File: src/hdl/mrqm_pkg.sv
`default_nettype none

package mrqm_pkg;

   // Output mode register codes
   localparam logic [1:0] MODE_QUAD    = 2'd0;
   localparam logic [1:0] MODE_TRI     = 2'd1;
   localparam logic [1:0] MODE_INDEXED = 2'd2;

   // Record kind codes on the result channel
   localparam logic [1:0] KIND_QUAD     = 2'd0;
   localparam logic [1:0] KIND_VERTEX   = 2'd1;
   localparam logic [1:0] KIND_INDEX    = 2'd2;
   localparam logic [1:0] KIND_OVERFLOW = 2'd3;

   localparam int         MIN_SYMBOL = 21;
   localparam int         CAP_REG_W  = 11;
   localparam logic [7:0] LUMA_LIGHT = 8'd255;
   localparam logic [7:0] LUMA_DARK  = 8'd0;

   // Slot numbers inside one quad's record burst
   localparam logic [3:0] SLOT_FIRST_INDEX = 4'd4;
   localparam logic [3:0] SLOT_LAST_TRI    = 4'd5;
   localparam logic [3:0] SLOT_LAST_INDEX  = 4'd9;

   // Triangle list: TL, TR, BL, BL, TR, BR
   function automatic logic tri_x_right(input logic [3:0] slot);
      return (slot == 4'd1) || (slot == 4'd4) || (slot == 4'd5);
   endfunction

   function automatic logic tri_y_bottom(input logic [3:0] slot);
      return (slot == 4'd2) || (slot == 4'd3) || (slot == 4'd5);
   endfunction

   // Indexed vertices: TL, TR, BR, BL
   function automatic logic ind_x_right(input logic [3:0] slot);
      return (slot == 4'd1) || (slot == 4'd2);
   endfunction

   function automatic logic ind_y_bottom(input logic [3:0] slot);
      return (slot == 4'd2) || (slot == 4'd3);
   endfunction

   // Index list 0,1,3,3,1,2 on slots four to nine
   function automatic logic [1:0] index_offset(input logic [3:0] slot);
      logic [1:0] ofs;
      case (slot)
         4'd4:    ofs = 2'd0;
         4'd5:    ofs = 2'd1;
         4'd6:    ofs = 2'd3;
         4'd7:    ofs = 2'd3;
         4'd8:    ofs = 2'd1;
         4'd9:    ofs = 2'd2;
         default: ofs = 2'd0;
      endcase
      return ofs;
   endfunction

endpackage

`default_nettype wire

File: src/hdl/mrqm_req_if.sv
`default_nettype none

interface mrqm_req_if;
   logic valid;
   logic ready;
   logic dark;

   modport source (output valid, output dark, input ready);
   modport sink   (input valid, input dark, output ready);
endinterface

`default_nettype wire

File: src/hdl/mrqm_rsp_if.sv
`default_nettype none

interface mrqm_rsp_if;
   logic               valid;
   logic               ready;
   logic [1:0]         record_kind;
   logic signed [16:0] left_or_x;
   logic signed [16:0] top_or_y;
   logic signed [16:0] right_edge;
   logic signed [16:0] bottom_edge;
   logic               is_dark;
   logic [7:0]         luma;
   logic [31:0]        index_value;
   logic               frame_end;
   logic               last;

   modport source (output valid, output record_kind, output left_or_x, output top_or_y,
                   output right_edge, output bottom_edge, output is_dark, output luma,
                   output index_value, output frame_end, output last, input ready);
   modport sink   (input valid, input record_kind, input left_or_x, input top_or_y,
                   input right_edge, input bottom_edge, input is_dark, input luma,
                   input index_value, input frame_end, input last, output ready);
endinterface

`default_nettype wire

File: src/hdl/module_runs_to_quad_mesh_top.sv
`default_nettype none

// Channel   Direction  Handshake      Payload
// req_ch    in         valid/ready    dark (one module bit, raster order)
// rsp_ch    out        valid/ready    record_kind, edges/vertex, is_dark, luma, index, flags
// csr_*     in         csr_we only    csr_index selects register, csr_wdata value
//
// One module bit per cycle enters; its quad geometry is computed on the way into the
// record register. A quad yields 1, 6 or 10 records (quad, triangle or indexed mode),
// one per cycle while rsp_ch is ready; input stalls while a burst drains, except in its
// final cycle. Reset is synchronous and clears the raster position, run tracking, quad
// count and overflow flag; registers take defaults.

module module_runs_to_quad_mesh_top
   import mrqm_pkg::*;
#(
   parameter int MAX_SYMBOL = 177,
   parameter int MAX_QUADS  = 1024
) (
   input  wire logic        clock,
   input  wire logic        reset,
   mrqm_req_if.sink         req_ch,
   mrqm_rsp_if.source       rsp_ch,
   input  wire logic        csr_we,
   input  wire logic [2:0]  csr_index,
   input  wire logic [31:0] csr_wdata
);

   localparam int SIZE_W = $clog2(MAX_SYMBOL + 1);
   localparam int CNT_W  = $clog2(MAX_SYMBOL);
   localparam int QW     = $clog2(MAX_QUADS + 1);
   localparam int CAPW   = (QW > CAP_REG_W) ? QW : CAP_REG_W;
   localparam int PW     = SIZE_W + 8;
   localparam int CW     = SIZE_W + 16;

   typedef enum logic [2:0] {
      REG_ORIGIN_X, REG_ORIGIN_Y, REG_MODULE_PIXELS, REG_QUIET_MODULES,
      REG_SYMBOL_MODULES, REG_OUTPUT_MODE, REG_BASE_VERTEX, REG_QUAD_CAPACITY
   } reg_index_type;

   typedef enum logic [1:0] {FMT_QUAD, FMT_TRI, FMT_INDEXED, FMT_OVERFLOW} fmt_type;

   typedef struct packed {
      fmt_type     fmt;
      logic        dark;
      logic        frame_end;
      logic [16:0] left;
      logic [16:0] top;
      logic [16:0] right;
      logic [16:0] bottom;
      logic [31:0] first_vertex;
   } desc_type;

   // Configuration registers
   logic [15:0]          origin_x_ff, origin_y_ff;
   logic [6:0]           mpix_ff;
   logic [4:0]           quiet_ff;
   logic [7:0]           symbol_ff;
   logic [1:0]           mode_ff;
   logic [31:0]          base_vertex_ff;
   logic [CAP_REG_W-1:0] capacity_ff;

   always_ff @(posedge clock) begin
      if (reset) begin
         origin_x_ff    <= '0;
         origin_y_ff    <= '0;
         mpix_ff        <= 7'd4;
         quiet_ff       <= 5'd4;
         symbol_ff      <= 8'd21;
         mode_ff        <= MODE_QUAD;
         base_vertex_ff <= '0;
         capacity_ff    <= CAP_REG_W'(1024);
      end else if (csr_we) begin
         case (reg_index_type'(csr_index))
            REG_ORIGIN_X:       origin_x_ff    <= csr_wdata[15:0];
            REG_ORIGIN_Y:       origin_y_ff    <= csr_wdata[15:0];
            REG_MODULE_PIXELS:  mpix_ff        <= csr_wdata[6:0];
            REG_QUIET_MODULES:  quiet_ff       <= csr_wdata[4:0];
            REG_SYMBOL_MODULES: symbol_ff      <= csr_wdata[7:0];
            REG_OUTPUT_MODE:    mode_ff        <= csr_wdata[1:0];
            REG_BASE_VERTEX:    base_vertex_ff <= csr_wdata;
            REG_QUAD_CAPACITY:  capacity_ff    <= csr_wdata[CAP_REG_W-1:0];
            default: ;
         endcase
      end
   end

   // Raster and run state
   logic [CNT_W-1:0] column_ff, column_in, row_ff, row_in, run_begin_ff, run_begin_in;
   logic             in_run_ff, in_run_in, overflowed_ff, overflowed_in;
   logic [QW-1:0]    quads_ff, quads_in;

   // Output record register
   logic     desc_valid_ff, desc_valid_in;
   logic [3:0] rec_cnt_ff, rec_cnt_in;
   desc_type desc_ff, desc_in;

   logic req_acc, rsp_acc, rsp_done, rec_last_c;
   logic [3:0] rec_max_c;

   // Saturated symbol size and frame position
   logic [SIZE_W-1:0] size_c;
   logic              last_col, last_row;

   always_comb begin
      if (int'(symbol_ff) < MIN_SYMBOL)       size_c = SIZE_W'(MIN_SYMBOL);
      else if (int'(symbol_ff) > MAX_SYMBOL)  size_c = SIZE_W'(MAX_SYMBOL);
      else                                    size_c = SIZE_W'(symbol_ff);
   end

   assign last_col = SIZE_W'(column_ff) >= (size_c - SIZE_W'(1));
   assign last_row = SIZE_W'(row_ff) >= (size_c - SIZE_W'(1));

   // Geometry: small products, then sums
   logic [CNT_W-1:0]  rb_c;
   logic [CNT_W:0]    colr_c;
   logic [SIZE_W:0]   edge_mod_c;
   logic [11:0]       qm_c;
   logic [PW-1:0]     rowm_c, rbm_c, colm_c, edge_c;
   logic [CW-1:0]     ox_c, oy_c, sl_c, top_c;
   logic [CW-1:0]     bg_r_c, bg_b_c, dk_l_c, dk_r_c, dk_b_c;

   assign rb_c       = in_run_ff ? run_begin_ff : column_ff;
   assign colr_c     = req_ch.dark ? ((CNT_W + 1)'(column_ff) + (CNT_W + 1)'(1))
                                   : (CNT_W + 1)'(column_ff);
   assign edge_mod_c = (SIZE_W + 1)'(size_c) + (SIZE_W + 1)'({quiet_ff, 1'b0});
   assign qm_c       = 12'(quiet_ff) * 12'(mpix_ff);
   assign rowm_c     = PW'(row_ff) * PW'(mpix_ff);
   assign rbm_c      = PW'(rb_c) * PW'(mpix_ff);
   assign colm_c     = PW'(colr_c) * PW'(mpix_ff);
   assign edge_c     = PW'(edge_mod_c) * PW'(mpix_ff);

   assign ox_c   = CW'($signed(origin_x_ff));
   assign oy_c   = CW'($signed(origin_y_ff));
   assign sl_c   = ox_c + CW'(qm_c);
   assign top_c  = oy_c + CW'(qm_c) + CW'(rowm_c);
   assign bg_r_c = ox_c + CW'(edge_c);
   assign bg_b_c = oy_c + CW'(edge_c);
   assign dk_l_c = sl_c + CW'(rbm_c);
   assign dk_r_c = sl_c + CW'(colm_c);
   assign dk_b_c = top_c + CW'(mpix_ff);

   // Quad decision and capacity check
   logic            bg_emit, run_emit, quad_emit, cap_hit, load_desc;
   logic [CAPW-1:0] cap_c;

   assign bg_emit   = (column_ff == '0) && (row_ff == '0);
   assign run_emit  = req_ch.dark ? last_col : in_run_ff;
   assign quad_emit = bg_emit || run_emit;
   assign cap_c     = (int'(capacity_ff) > MAX_QUADS) ? CAPW'(MAX_QUADS) : CAPW'(capacity_ff);
   assign cap_hit   = CAPW'(quads_ff) >= cap_c;
   assign load_desc = req_acc && quad_emit && !overflowed_ff;

   // Handshakes
   assign rsp_acc      = rsp_ch.valid && rsp_ch.ready;
   assign rsp_done     = rsp_acc && rec_last_c;
   assign req_ch.ready = !desc_valid_ff || rsp_done;
   assign req_acc      = req_ch.valid && req_ch.ready;

   // Next raster and run state
   always_comb begin
      column_in     = column_ff;
      row_in        = row_ff;
      run_begin_in  = run_begin_ff;
      in_run_in     = in_run_ff;
      quads_in      = quads_ff;
      overflowed_in = overflowed_ff;
      if (req_acc) begin
         if (req_ch.dark) begin
            if (!in_run_ff) begin
               in_run_in    = 1'b1;
               run_begin_in = column_ff;
            end
         end else begin
            in_run_in = 1'b0;
         end
         if (quad_emit && !overflowed_ff) begin
            if (cap_hit) overflowed_in = 1'b1;
            else         quads_in      = quads_ff + QW'(1);
         end
         if (last_col) begin
            in_run_in = 1'b0;
            column_in = '0;
            if (last_row) begin
               row_in        = '0;
               quads_in      = '0;
               overflowed_in = 1'b0;
            end else begin
               row_in = row_ff + CNT_W'(1);
            end
         end else begin
            column_in = column_ff + CNT_W'(1);
         end
      end
   end

   // Next record register contents
   always_comb begin
      desc_valid_in = desc_valid_ff;
      rec_cnt_in    = rec_cnt_ff;
      desc_in       = desc_ff;
      if (load_desc) begin
         desc_valid_in        = 1'b1;
         rec_cnt_in           = '0;
         desc_in.dark         = !bg_emit;
         desc_in.frame_end    = last_col && last_row;
         desc_in.left         = bg_emit ? ox_c[16:0]   : dk_l_c[16:0];
         desc_in.top          = bg_emit ? oy_c[16:0]   : top_c[16:0];
         desc_in.right        = bg_emit ? bg_r_c[16:0] : dk_r_c[16:0];
         desc_in.bottom       = bg_emit ? bg_b_c[16:0] : dk_b_c[16:0];
         desc_in.first_vertex = base_vertex_ff + 32'({quads_ff, 2'b00});
         if (cap_hit) begin
            desc_in.fmt = FMT_OVERFLOW;
         end else begin
            case (mode_ff)
               MODE_TRI:     desc_in.fmt = FMT_TRI;
               MODE_INDEXED: desc_in.fmt = FMT_INDEXED;
               default:      desc_in.fmt = FMT_QUAD;
            endcase
         end
      end else if (rsp_done) begin
         desc_valid_in = 1'b0;
      end else if (rsp_acc) begin
         rec_cnt_in = rec_cnt_ff + 4'd1;
      end
   end

   always_ff @(posedge clock) begin
      if (reset) begin
         column_ff     <= '0;
         row_ff        <= '0;
         run_begin_ff  <= '0;
         in_run_ff     <= 1'b0;
         quads_ff      <= '0;
         overflowed_ff <= 1'b0;
         desc_valid_ff <= 1'b0;
         rec_cnt_ff    <= '0;
      end else begin
         column_ff     <= column_in;
         row_ff        <= row_in;
         run_begin_ff  <= run_begin_in;
         in_run_ff     <= in_run_in;
         quads_ff      <= quads_in;
         overflowed_ff <= overflowed_in;
         desc_valid_ff <= desc_valid_in;
         rec_cnt_ff    <= rec_cnt_in;
      end
      desc_ff <= desc_in;
   end

   // Record selection from the held quad
   always_comb begin
      case (desc_ff.fmt)
         FMT_TRI:     rec_max_c = SLOT_LAST_TRI;
         FMT_INDEXED: rec_max_c = SLOT_LAST_INDEX;
         default:     rec_max_c = 4'd0;
      endcase
   end

   assign rec_last_c = rec_cnt_ff == rec_max_c;

   always_comb begin
      logic x_right, y_bottom;
      x_right  = 1'b0;
      y_bottom = 1'b0;
      rsp_ch.valid       = desc_valid_ff;
      rsp_ch.record_kind = KIND_QUAD;
      rsp_ch.left_or_x   = '0;
      rsp_ch.top_or_y    = '0;
      rsp_ch.right_edge  = '0;
      rsp_ch.bottom_edge = '0;
      rsp_ch.is_dark     = desc_ff.dark;
      rsp_ch.luma        = '0;
      rsp_ch.index_value = '0;
      rsp_ch.frame_end   = desc_ff.frame_end;
      rsp_ch.last        = rec_last_c;
      case (desc_ff.fmt)
         FMT_QUAD: begin
            rsp_ch.left_or_x   = desc_ff.left;
            rsp_ch.top_or_y    = desc_ff.top;
            rsp_ch.right_edge  = desc_ff.right;
            rsp_ch.bottom_edge = desc_ff.bottom;
         end
         FMT_TRI: begin
            x_right            = tri_x_right(rec_cnt_ff);
            y_bottom           = tri_y_bottom(rec_cnt_ff);
            rsp_ch.record_kind = KIND_VERTEX;
            rsp_ch.left_or_x   = x_right ? desc_ff.right : desc_ff.left;
            rsp_ch.top_or_y    = y_bottom ? desc_ff.bottom : desc_ff.top;
            rsp_ch.luma        = desc_ff.dark ? LUMA_DARK : LUMA_LIGHT;
         end
         FMT_INDEXED: begin
            if (rec_cnt_ff < SLOT_FIRST_INDEX) begin
               x_right            = ind_x_right(rec_cnt_ff);
               y_bottom           = ind_y_bottom(rec_cnt_ff);
               rsp_ch.record_kind = KIND_VERTEX;
               rsp_ch.left_or_x   = x_right ? desc_ff.right : desc_ff.left;
               rsp_ch.top_or_y    = y_bottom ? desc_ff.bottom : desc_ff.top;
               rsp_ch.luma        = desc_ff.dark ? LUMA_DARK : LUMA_LIGHT;
            end else begin
               rsp_ch.record_kind = KIND_INDEX;
               rsp_ch.index_value = desc_ff.first_vertex + 32'(index_offset(rec_cnt_ff));
            end
         end
         default: begin
            rsp_ch.record_kind = KIND_OVERFLOW;
            rsp_ch.is_dark     = 1'b0;
         end
      endcase
   end

`ifndef SYNTH
   // Burst counter never runs past the burst length
   a_cnt_bound: assert property (@(posedge clock) disable iff (reset)
      desc_valid_ff |-> (rec_cnt_ff <= rec_max_c))
      else $error("record counter past end of burst");

   // A new bit is taken over a busy record register only as its burst finishes
   a_no_overrun: assert property (@(posedge clock) disable iff (reset)
      (req_acc && desc_valid_ff) |-> rsp_done)
      else $error("input accepted over an unfinished burst");

   // Overflow status is a single record
   a_ovf_single: assert property (@(posedge clock) disable iff (reset)
      (rsp_ch.valid && (rsp_ch.record_kind == KIND_OVERFLOW)) |-> rsp_ch.last)
      else $error("overflow record not last");

   // Frame end clears position, quad count and overflow
   a_frame_wrap: assert property (@(posedge clock) disable iff (reset)
      (req_acc && last_col && last_row) |=>
         ((column_ff == '0) && (row_ff == '0) && (quads_ff == '0) && !overflowed_ff))
      else $error("frame state not cleared at frame end");
`endif

endmodule

`default_nettype wire
File: src/flat_wrapper.sv
// flat-port wrapper written by rule: the top's interface ports become plain ports
module module_runs_to_quad_mesh_top_flat import mrqm_pkg::*;
#(
   parameter int MAX_SYMBOL = 177,
   parameter int MAX_QUADS  = 1024
)
  (clock, reset, csr_we, csr_index, csr_wdata, req_ch_valid, req_ch_dark, req_ch_ready, rsp_ch_valid, rsp_ch_record_kind, rsp_ch_left_or_x, rsp_ch_top_or_y, rsp_ch_right_edge, rsp_ch_bottom_edge, rsp_ch_is_dark, rsp_ch_luma, rsp_ch_index_value, rsp_ch_frame_end, rsp_ch_last, rsp_ch_ready);
  mrqm_req_if req_ch_i ();
  mrqm_rsp_if rsp_ch_i ();
  input  wire logic clock;
  input  wire logic reset;
  input  wire logic csr_we;
  input  wire logic [2:0] csr_index;
  input  wire logic [31:0] csr_wdata;
  input wire logic [$bits(req_ch_i.valid)-1:0] req_ch_valid;
  input wire logic [$bits(req_ch_i.dark)-1:0] req_ch_dark;
  output wire logic [$bits(req_ch_i.ready)-1:0] req_ch_ready;
  output wire logic [$bits(rsp_ch_i.valid)-1:0] rsp_ch_valid;
  output wire logic [$bits(rsp_ch_i.record_kind)-1:0] rsp_ch_record_kind;
  output wire logic [$bits(rsp_ch_i.left_or_x)-1:0] rsp_ch_left_or_x;
  output wire logic [$bits(rsp_ch_i.top_or_y)-1:0] rsp_ch_top_or_y;
  output wire logic [$bits(rsp_ch_i.right_edge)-1:0] rsp_ch_right_edge;
  output wire logic [$bits(rsp_ch_i.bottom_edge)-1:0] rsp_ch_bottom_edge;
  output wire logic [$bits(rsp_ch_i.is_dark)-1:0] rsp_ch_is_dark;
  output wire logic [$bits(rsp_ch_i.luma)-1:0] rsp_ch_luma;
  output wire logic [$bits(rsp_ch_i.index_value)-1:0] rsp_ch_index_value;
  output wire logic [$bits(rsp_ch_i.frame_end)-1:0] rsp_ch_frame_end;
  output wire logic [$bits(rsp_ch_i.last)-1:0] rsp_ch_last;
  input wire logic [$bits(rsp_ch_i.ready)-1:0] rsp_ch_ready;
  assign req_ch_i.valid = req_ch_valid;
  assign req_ch_i.dark = req_ch_dark;
  assign req_ch_ready = req_ch_i.ready;
  assign rsp_ch_valid = rsp_ch_i.valid;
  assign rsp_ch_record_kind = rsp_ch_i.record_kind;
  assign rsp_ch_left_or_x = rsp_ch_i.left_or_x;
  assign rsp_ch_top_or_y = rsp_ch_i.top_or_y;
  assign rsp_ch_right_edge = rsp_ch_i.right_edge;
  assign rsp_ch_bottom_edge = rsp_ch_i.bottom_edge;
  assign rsp_ch_is_dark = rsp_ch_i.is_dark;
  assign rsp_ch_luma = rsp_ch_i.luma;
  assign rsp_ch_index_value = rsp_ch_i.index_value;
  assign rsp_ch_frame_end = rsp_ch_i.frame_end;
  assign rsp_ch_last = rsp_ch_i.last;
  assign rsp_ch_i.ready = rsp_ch_ready;
  module_runs_to_quad_mesh_top #(.MAX_SYMBOL(MAX_SYMBOL), .MAX_QUADS(MAX_QUADS)) u_core (.clock(clock), .reset(reset), .req_ch(req_ch_i), .rsp_ch(rsp_ch_i), .csr_we(csr_we), .csr_index(csr_index), .csr_wdata(csr_wdata));
endmodule
File: config.mk
export PLATFORM = sky130hd
export DESIGN_NAME = module_runs_to_quad_mesh_top_flat
export DESIGN_NICKNAME = d
export VERILOG_FILES = /design/src/hdl/mrqm_pkg.sv /design/src/hdl/mrqm_req_if.sv /design/src/hdl/mrqm_rsp_if.sv /design/src/hdl/module_runs_to_quad_mesh_top.sv /design/src/flat_wrapper.sv
export SDC_FILE = /design/constraint.sdc
export NUM_CORES = 1
export LEC_CHECK = 0
export BUFFER_PORTS_ARGS = -buffer_cell sky130_fd_sc_hd__buf_2
export CAP_MARGIN = 25
export CORE_AREA = 2 2 174 261
export DETAILED_ROUTE_END_ITERATION = 12
export DIE_AREA = 0 0 176 263
export GPL_TIMING_DRIVEN = 0
export MAX_ROUTING_LAYER = met4
export PLACE_DENSITY_LB_ADDON = 0.12
export SLEW_MARGIN = 20
export SYNTH_ARGS = -nofsm -noshare
export SYNTH_HDL_FRONTEND = slang
export SYNTH_SLANG_ARGS = --single-unit
File: constraint.sdc
create_clock -name clock -period 12 [get_ports clock]
set_input_delay 0 -clock clock [delete_from_list [all_inputs] [get_ports clock]]
set_output_delay 0 -clock clock [all_outputs]
set_load 0.005 [all_outputs]
## Yosys cells after proc, flatten, opt, wreduce, memory -nomap -nowiden

Index checks and enable logic that the tools add are counted.

| cells by class | value |
|---|---|
| $add $sub $neg | 17 |
| multiply operators | 5 |
| magnitude comparators | 7 |
| equality and inequality tests | 21 |
| muxes and demuxes | 47 |
| bitwise logic cells | 1 |
| reductions and logical operators | 38 |

Operators by type and width:

| cell | number |
|---|---|
| $mux W17 | 12 |
| $pmux W17 S3 | 2 |
| $mux W32 | 2 |
| $mux W8 | 7 |
| $mux W11 | 5 |
| $add A16 B13 Y17 | 2 |
| $add A16 B17 Y17 | 2 |
| $add A17 B15 Y17 | 2 |
| $add A32 B13 Y32 | 1 |
| $add A32 B2 Y32 | 1 |
| $mul A9 B7 Y16 | 2 |
| $mul A8 B7 Y15 | 2 |
| $reduce_and A2 Y1 | 11 |
| $add A17 B16 Y17 | 1 |
| $add A17 B7 Y17 | 1 |
| $add A8 B1 Y8 const B | 2 |
| $eq A4 B3 Y1 const B | 4 |
| $ge A8 B8 Y1 | 2 |
| $logic_not A8 Y1 | 2 |
| $pmux W8 S2 | 1 |
| $eq A3 B3 Y1 const B | 4 |
| $mul A5 B7 Y12 | 1 |
| $pmux W2 S3 | 2 |
| $add A11 B1 Y11 const B | 1 |
| 31 further kinds | 64 |

| word-level totals | value |
|---|---|
| bits in registers | 243 |
| input bits | 41 |
| output and inout bits | 115 |
| logic and storage cells | 160 |

## Depth between registers and ports, before layout

Gate-level depths: netlist (run 1).

| depth | value |
|---|---|
| depth after elaboration | 11 |
| mapped depth | 35 |
| mapped depth without buffers | 35 |

## Worst setup path before layout (run 1)

Ideal clock, no wire load.

| timing path | value |
|---|---|
| path type | register -> register |
| start | register u_core.mpix_ff[0] |
| end | register u_core.desc_ff[48] (netlist bit) (data pin) |
| library setup time | 0.152 ns |
| arrival | 7.863 ns |
| data required time | 11.848 ns |
| slack | 3.985 ns |
| cell stages (with the launch flop) | 28 |
| buffers on the path | 2 |
| period minus slack after synthesis | 8.015 ns |
| cell sequence | dfxtp_1 -> clkbuf_1 -> clkbuf_1 -> nand2_1 -> fa_1 -> fa_1 -> fa_1 -> inv_1 -> ha_1 -> a21oi_1 -> o21ai_0 -> a21oi_1 -> xnor2_1 -> inv_1 -> fa_1 -> fa_1 -> fa_1 -> fa_1 -> inv_1 -> ha_1 -> and3_1 -> a2111oi_4 -> a22oi_2 -> a31oi_1 -> xnor2_1 -> nand3_1 -> or4_1 -> a31oi_1 |

| on the way | value |
|---|---|
| longest elaborated chain between the ends | 5 |
| elaborated cells between the ends (all ways) | 8 |
| classes of those cells | add/sub (4); mul (3); mux (1) |

RTL lines:

| item | RTL line | source |
|---|---|---|
| start: declaration | module_runs_to_quad_mesh_top.sv:56 | `logic [6:0] mpix_ff;` |
| start signal: assignment | module_runs_to_quad_mesh_top.sv:77 | `REG_MODULE_PIXELS: mpix_ff <= csr_wdata[6:0];` |
| $mul A5 B7 Y12 | module_runs_to_quad_mesh_top.sv:127 | `assign qm_c = 12'(quiet_ff) * 12'(mpix_ff);` |
| $add A16 B13 Y17 | module_runs_to_quad_mesh_top.sv:136 | `assign top_c = oy_c + CW'(qm_c) + CW'(rowm_c);` |
| $add A17 B15 Y17 | module_runs_to_quad_mesh_top.sv:136 |  |
| $add A17 B7 Y17 | module_runs_to_quad_mesh_top.sv:141 | `assign dk_b_c = top_c + CW'(mpix_ff);` |
| $mux W17 * | module_runs_to_quad_mesh_top.sv:210 | `desc_in.bottom = bg_emit ? bg_b_c[16:0] : dk_b_c[16:0];` |
| end signal: assignment | module_runs_to_quad_mesh_top.sv:248 | `desc_ff <= desc_in;` |
| end: declaration | module_runs_to_quad_mesh_top.sv:96 | `desc_type desc_ff, desc_in;` |

Every way passes the cells marked *; elsewhere a longest branch is shown, timed or not.
A chain may end at the register's enable or synchronous reset.

## Worst setup path in the final report (run 1)

| timing path | value |
|---|---|
| start | register u_core.mpix_ff[3] |
| end | register u_core.desc_ff[65] (netlist bit) (data pin) |

| on the way | value |
|---|---|
| longest elaborated chain between the ends | 4 |
| elaborated cells between the ends (all ways) | 7 |
| classes of those cells | add/sub (3); mul (3); mux (1) |

RTL lines:

| item | RTL line | source |
|---|---|---|
| $mul A5 B7 Y12 | module_runs_to_quad_mesh_top.sv:127 |  |
| $add A16 B13 Y17 | module_runs_to_quad_mesh_top.sv:135 | `assign sl_c = ox_c + CW'(qm_c);` |
| $add A17 B16 Y17 | module_runs_to_quad_mesh_top.sv:140 | `assign dk_r_c = sl_c + CW'(colm_c);` |
| $mux W17 * | module_runs_to_quad_mesh_top.sv:209 | `desc_in.right = bg_emit ? bg_r_c[16:0] : dk_r_c[16:0];` |

Marked as above.

==> impl_metrics.yaml, run 1 <==
floorplanning:
  fp-row-count: 94
  die_x_um: 176
  core_area_um2: 43900
  initial_core_util: 0.594
  die_y_um: 263
  ioPinCount: 156
  dieArea_um2: 46300
synthesis:
  synth_cells: 3066
  yosys.area_share.simple: 0.205
  yosysWarningCount: 0
  synthArstFlopShare: 0
  ys_seq_area_frac: 0.227
  synth_top_family_by_area: "adder cells"
  synth_xor_area_frac: 0.0600
  synth_flop_cell: "dfxtp_1"
  synth_area_per_cell_um2: 8.50
  syn_area_um2: 26100
  synth.distinct_cells: 81
  synth_compound_area_frac: 0.125
  synth-seq-cells: 243
  synth.mux.area_fraction: 0.0233
  synth_adder_area_share: 0.289
  synth_edf_count: 104
setup_path:
  crit_buf_inv: 7
  start_kind: "flip-flop"
  critPathCaptureType: "flip-flop"
  max_stage_delay_ps: 940
  slowest_stage: "xnor2_1"
  path_class: "reg2reg"
  worstPathArrival_ps: 11080
  critPathRequiredTime_ps: 12260
  path_delay_family: "adder cells"
  path_max_fanout: 10
place:
  dp_hpwl_mm: 69.8
  gp_congestion: 0.977
  preCtsSetupSlack_ps: 1440
  numPortBuffers: 151
route:
  highest-signal-layer: "met4"
  wl_met3_mm: 5.06
  wl_met2_mm: 41.5
  vias_per_cell: 5.89
  drt_iter0_drc: 1651
  num_vias: 22921
  dr.pass1.iters: 8
  drtAntennaViolNets: 0
  wl_met1_mm: 30.4
  drc: 0
  totalWireLength_mm: 85.0
  routedWlPerCell_um: 21.8
pwr:
  irDropWorstVdd_mv: 0.0875
  p_per_area_nw_per_um2: 86.3
  leakage_uw: 0.0133
  p_total_uw: 2500
sta:
  fin_ws_ps: 1180
  rsz0062_at_grt: "no"
  slew_headroom: 0.186
  final-hold-violation-count: 0
  slew_violations: 0
  max_freq_mhz: 92.4
  tns_ps: 0
  tightest_slew_ps: 1210
  finalCritPeriodShare: 0.902
  skew_ps: 41.0
  period_minus_slack_ps: 10820
  setup_violations: 0
cts:
  h-tree-depth: 1
  clk_pin_slew_ps: 70
  clkSinkCount: 243
  cts_setup_buffers: 0
  cts_tree: "done"
  cts_buffers: 25
  clk_latency_ps: 580
  clockBufferDepth: 3
  cts-root-buf: "clkbuf_16"
finish:
  layout_common_cells: "399 x nand2_1, 350 x inv_1, 280 x ha_1"
  final_common_cell: "nand2_1"
  area_growth_pct: 11.1
  nets: 3817
  drive_gt1_frac: 0.0788
global_route:
  grt_max_degree: 88
  grt_pass1_wl_mm: 129
  grt_pass1_vias: 23269
  antenna_found_initial: 2
  grt_overflow: 0
  grt_usage: 0.378
run:
  max-cap-violations: 0
worst_hold_path:
  min_path_type: "in2reg"
run_status:
  status: "completed"
==> routing by layer <==
layer | global-route usage | vias to the layer above
met5 | - | -
met4 | 0.294 | 0
met3 | 0.0477 | 310
met2 | 0.644 | 905
met1 | 0.394 | 11021
li1 | - | 10685
==> metrics by stage <==
| step | cell area [um2] | hold WS (ps) | util | cells |
|---|---|---|---|---|
| after floorplan | 26100 | 118 | - | 3071 |
| after global placement | 27600 | 255 | 0.628 | 3798 |
| after detailed placement | 27600 | 252 | 0.630 | 3803 |
| after CTS | 28900 | 33.4 | 0.660 | 3889 |
| after global routing | 28900 | 92.4 | 0.660 | 3892 |
| final | 28900 | 68.6 | 0.660 | 3892 |
==> registers in the layout (all words and copies together), names as in the netlist, 5 cells and up <==
| register | cells |
|---|---|
| u_core.origin_x_ff | 16 |
| u_core.base_vertex_ff | 32 |
| u_core.row_ff | 8 |
| u_core.symbol_ff | 8 |
| u_core.column_ff | 8 |
| u_core.capacity_ff | 11 |
| u_core.origin_y_ff | 16 |
| u_core.mpix_ff | 7 |
| u_core.run_begin_ff | 8 |
| u_core.quads_ff | 11 |
| u_core.desc_ff | 103 |
| u_core.quiet_ff | 5 |
==> synth_stat cells, drive strengths merged (24+ instances only) <==
| cell type | number | area, um2 |
|---|---|---|
| nand2 | 399 | 1500 |
| inv | 351 | 1320 |
| ha | 280 | 3500 |
| nor2 | 239 | 897 |
| a21oi | 203 | 1020 |
| fa | 201 | 4020 |
| and2 | 168 | 1050 |
| dfxtp | 139 | 2780 |
| clkbuf | 110 | 413 |
| edfxtp | 104 | 3120 |
| xnor2 | 100 | 876 |
| o21ai | 83 | 423 |
| xor2 | 75 | 664 |
| nor2b | 63 | 394 |
| nand3 | 53 | 265 |
| nand2b | 45 | 282 |
| nor3 | 42 | 210 |
| a21o | 40 | 300 |
| mux2i | 36 | 360 |
| and3 | 33 | 211 |
| nand4 | 24 | 150 |
==> repair_timing <==
| item | in CTS | in global routing |
|---|---|---|
| endpoints found under the hold margin | 97 | 0 |
| gates resized for setup | 0 | 0 |
| hold buffers | 40 | 0 |
==> worst reg2reg max path: cells and delay by family (launching register included) <==
kind,cells,cell delay (ps)
AO/OA/AOI/OAI,10,2600
flip-flops,1,440
XOR/XNOR,2,1260
buffers and inverters,7,1490
adder cells (fa/ha/maj),9,4000
AND/OR/NAND/NOR,5,720
==> cells by family (layout without fill, tap and decap cells) <==
kind of cell,count (synthesis),after routing
XOR/XNOR,176,176
AO/OA/AOI/OAI,506,506
other,2,9
buffers and inverters,482,725
multiplexers,58,58
adder cells (fa/ha/maj),481,481
AND/OR/NAND/NOR,1118,1118
flip-flops,243,243
==> worst paths after layout <==
check / start / end / slack [ps] / cells past startpoint
setup / recovery: u_core.mpix_ff[3] / u_core.desc_ff[65] / 1180 / 33
hold / removal: csr_index[1] / u_core.symbol_ff[0] / 70 / 4
setup reg to reg: u_core.mpix_ff[3] / u_core.desc_ff[65] / 1180 / 33
hold reg to reg: u_core.base_vertex_ff[0] / u_core.desc_ff[0] / 450 / 0
==> layout make-up <==
cell class | instances | area [um2]
fill | 3779 | 14900
buffer | 129 | 529
sequential | 243 | 5910
antenna | 2 | 5.00
clock inverter | 19 | 272
clock buffer | 27 | 643
multi-input combinational | 2346 | 18300
timing repair buffer | 197 | 1220
tap | 576 | 721
inverter | 353 | 1330
==> report_power, final <==
part           switching, uW  internal, uW
sequential              49.3           944
combinational            394           231
clock                    372           507
total                    816          1680
Power figures use the tool's default switching activity.
==> run 2: changes to the inputs <==
Settings changed: REMOVE_ABC_BUFFERS set to 1.
==> impl_metrics.yaml, run 2 (synthesis results as in run 1) <==
route:
  vias_per_cell: 5.82
  dr.pass1.iters: 8
  drc: 0
  drt_iter0_drc: 1584
  drtAntennaViolNets: 0
  num_vias: 21957
  totalWireLength_mm: 71.2
  routedWlPerCell_um: 18.9
pwr:
  combPwrFrac: 0.249
  p_int_uw: 1620
  leakage_uw: 0.0131
  switching_power_uw: 765
  irDropWorstVdd_mv: 0.110
  pwr-share-seq: 0.418
  p_sw_frac: 0.321
  p_per_area_nw_per_um2: 83.1
  power_frac_clock: 0.333
floorplanning:
  fp-row-count: 94
  ioPinCount: 156
  die_y_um: 263
  dieArea_um2: 46300
  core_area_um2: 43900
  die_x_um: 176
  initial_core_util: 0.594
sta:
  slew_violations: 0
  slew_headroom: 0.236
  rsz0062_at_grt: "no"
  period_minus_slack_ps: 9280
  finalCritPeriodShare: 0.773
  max_freq_mhz: 108
  setup_violations: 0
  tns_ps: 0
  whs_ps: 224
  tightest_slew_ps: 1140
  skew_ps: 9.75
  final-hold-violation-count: 0
global_route:
  antenna_found_initial: 1
  grt_overflow: 0
  grt_max_degree: 89
  grt_pass1_wl_mm: 112
  grt_pass1_vias: 21941
  grt_usage: 0.315
cts:
  clk_latency_ps: 560
  cts_buffers: 25
  cts-root-buf: "clkbuf_16"
  clkSinkCount: 243
  cts_hold_buf: 39
  h-tree-depth: 1
  clk_pin_slew_ps: 70
  cts_tree: "done"
  clockBufferDepth: 3
  cts_setup_buffers: 0
  cts_resized: 0
finish:
  reg_top3: "u_core.desc_ff: 103 flops, u_core.base_vertex_ff: 32 flops"
  top_register: "u_core.desc_ff"
  instances_no_fill: 3774
  regArea_um2: 5910
  largest_register_ffs: 103
  finish.utilization: 0.653
  multi_input_area_um2: 18400
  layout_common_cells: "399 x nand2_1, 350 x inv_1, 278 x ha_1"
  num_antenna_cells: 0
  final_common_cell: "nand2_1"
  area_growth_pct: 9.89
  nets: 3701
  fillers: 3664
  fin_area_um2: 28600
  drive_gt1_frac: 0.0863
setup_path:
  path_max_fanout: 40
  crit_path_frequent_cell: "fa_1"
  max_stage_delay_ps: 840
  slowest_stage: "dfxtp_2"
  path_class: "reg2reg"
  start_kind: "flip-flop"
  worstPathArrival_ps: 9550
  critPathCaptureType: "flip-flop"
  critPathRequiredTime_ps: 12270
worst_hold_path:
  min_path_type: "in2reg"
place:
  gp_congestion: 0.924
  numPortBuffers: 155
  place_inst: 3688
  dp_hpwl_mm: 56.4
  placed_area_um2: 27400
run_status:
  status: "completed"
run:
  max-cap-violations: 0
==> run 2: per-stage QoR <==
stage	power (uW)	setup slack [ps]
6_report	2380	2720
5_1_grt	2490	2280
4_1_cts	2380	2800
3_5_place_dp	1580	2810
3_3_place_gp	1560	2160
2_1_floorplan	1360	3980
==> run 2: critical path, delay by kind of cell, from the launching register on <==
family          cells  cell delay (ps)
compound gates     11             2390
simple gates        5              630
fa+ha+maj           9             4030
xor+xnor            2              950
flops               1              840
buf+inv             3              150
==> run 2: worst paths after layout <==
path,from,end,slack [ps],cells after the start
setup / recovery,u_core.mpix_ff[0],u_core.desc_ff[65],2720,30
hold / removal,csr_wdata[28],u_core.base_vertex_ff[28],220,4
setup reg to reg,u_core.mpix_ff[0],u_core.desc_ff[65],2720,30
hold reg to reg,u_core.base_vertex_ff[1],u_core.desc_ff[1],450,0
==> run 2: metal layers <==
metal  vias up  part of all wire  track usage
met5         -                 0            -
met4         0             0.052        0.155
met3       151             0.054       0.0221
met2       743              0.49        0.538
met1     10629              0.40        0.376
li1      10434                 -            -
==> run 2: cell type report <==
type                    instances  area share
clock buffers                  32      0.0250
clock inverters                14     0.00380
multi-input cells            2346       0.642
well taps                     576      0.0252
repair buffers                210      0.0512
flip-flops and latches        243       0.207
inverters                     353      0.0465
==> run 2: power by group through the flow <==
stage                     Clock [uW]  Sequential (uW)  Combinational (uW)
after floorplan                    0              997                 365
after global placement             0             1020                 546
after detailed placement           0             1010                 574
after CTS                        799              993                 588
after global routing             833             1000                 653
final                            792              994                 594
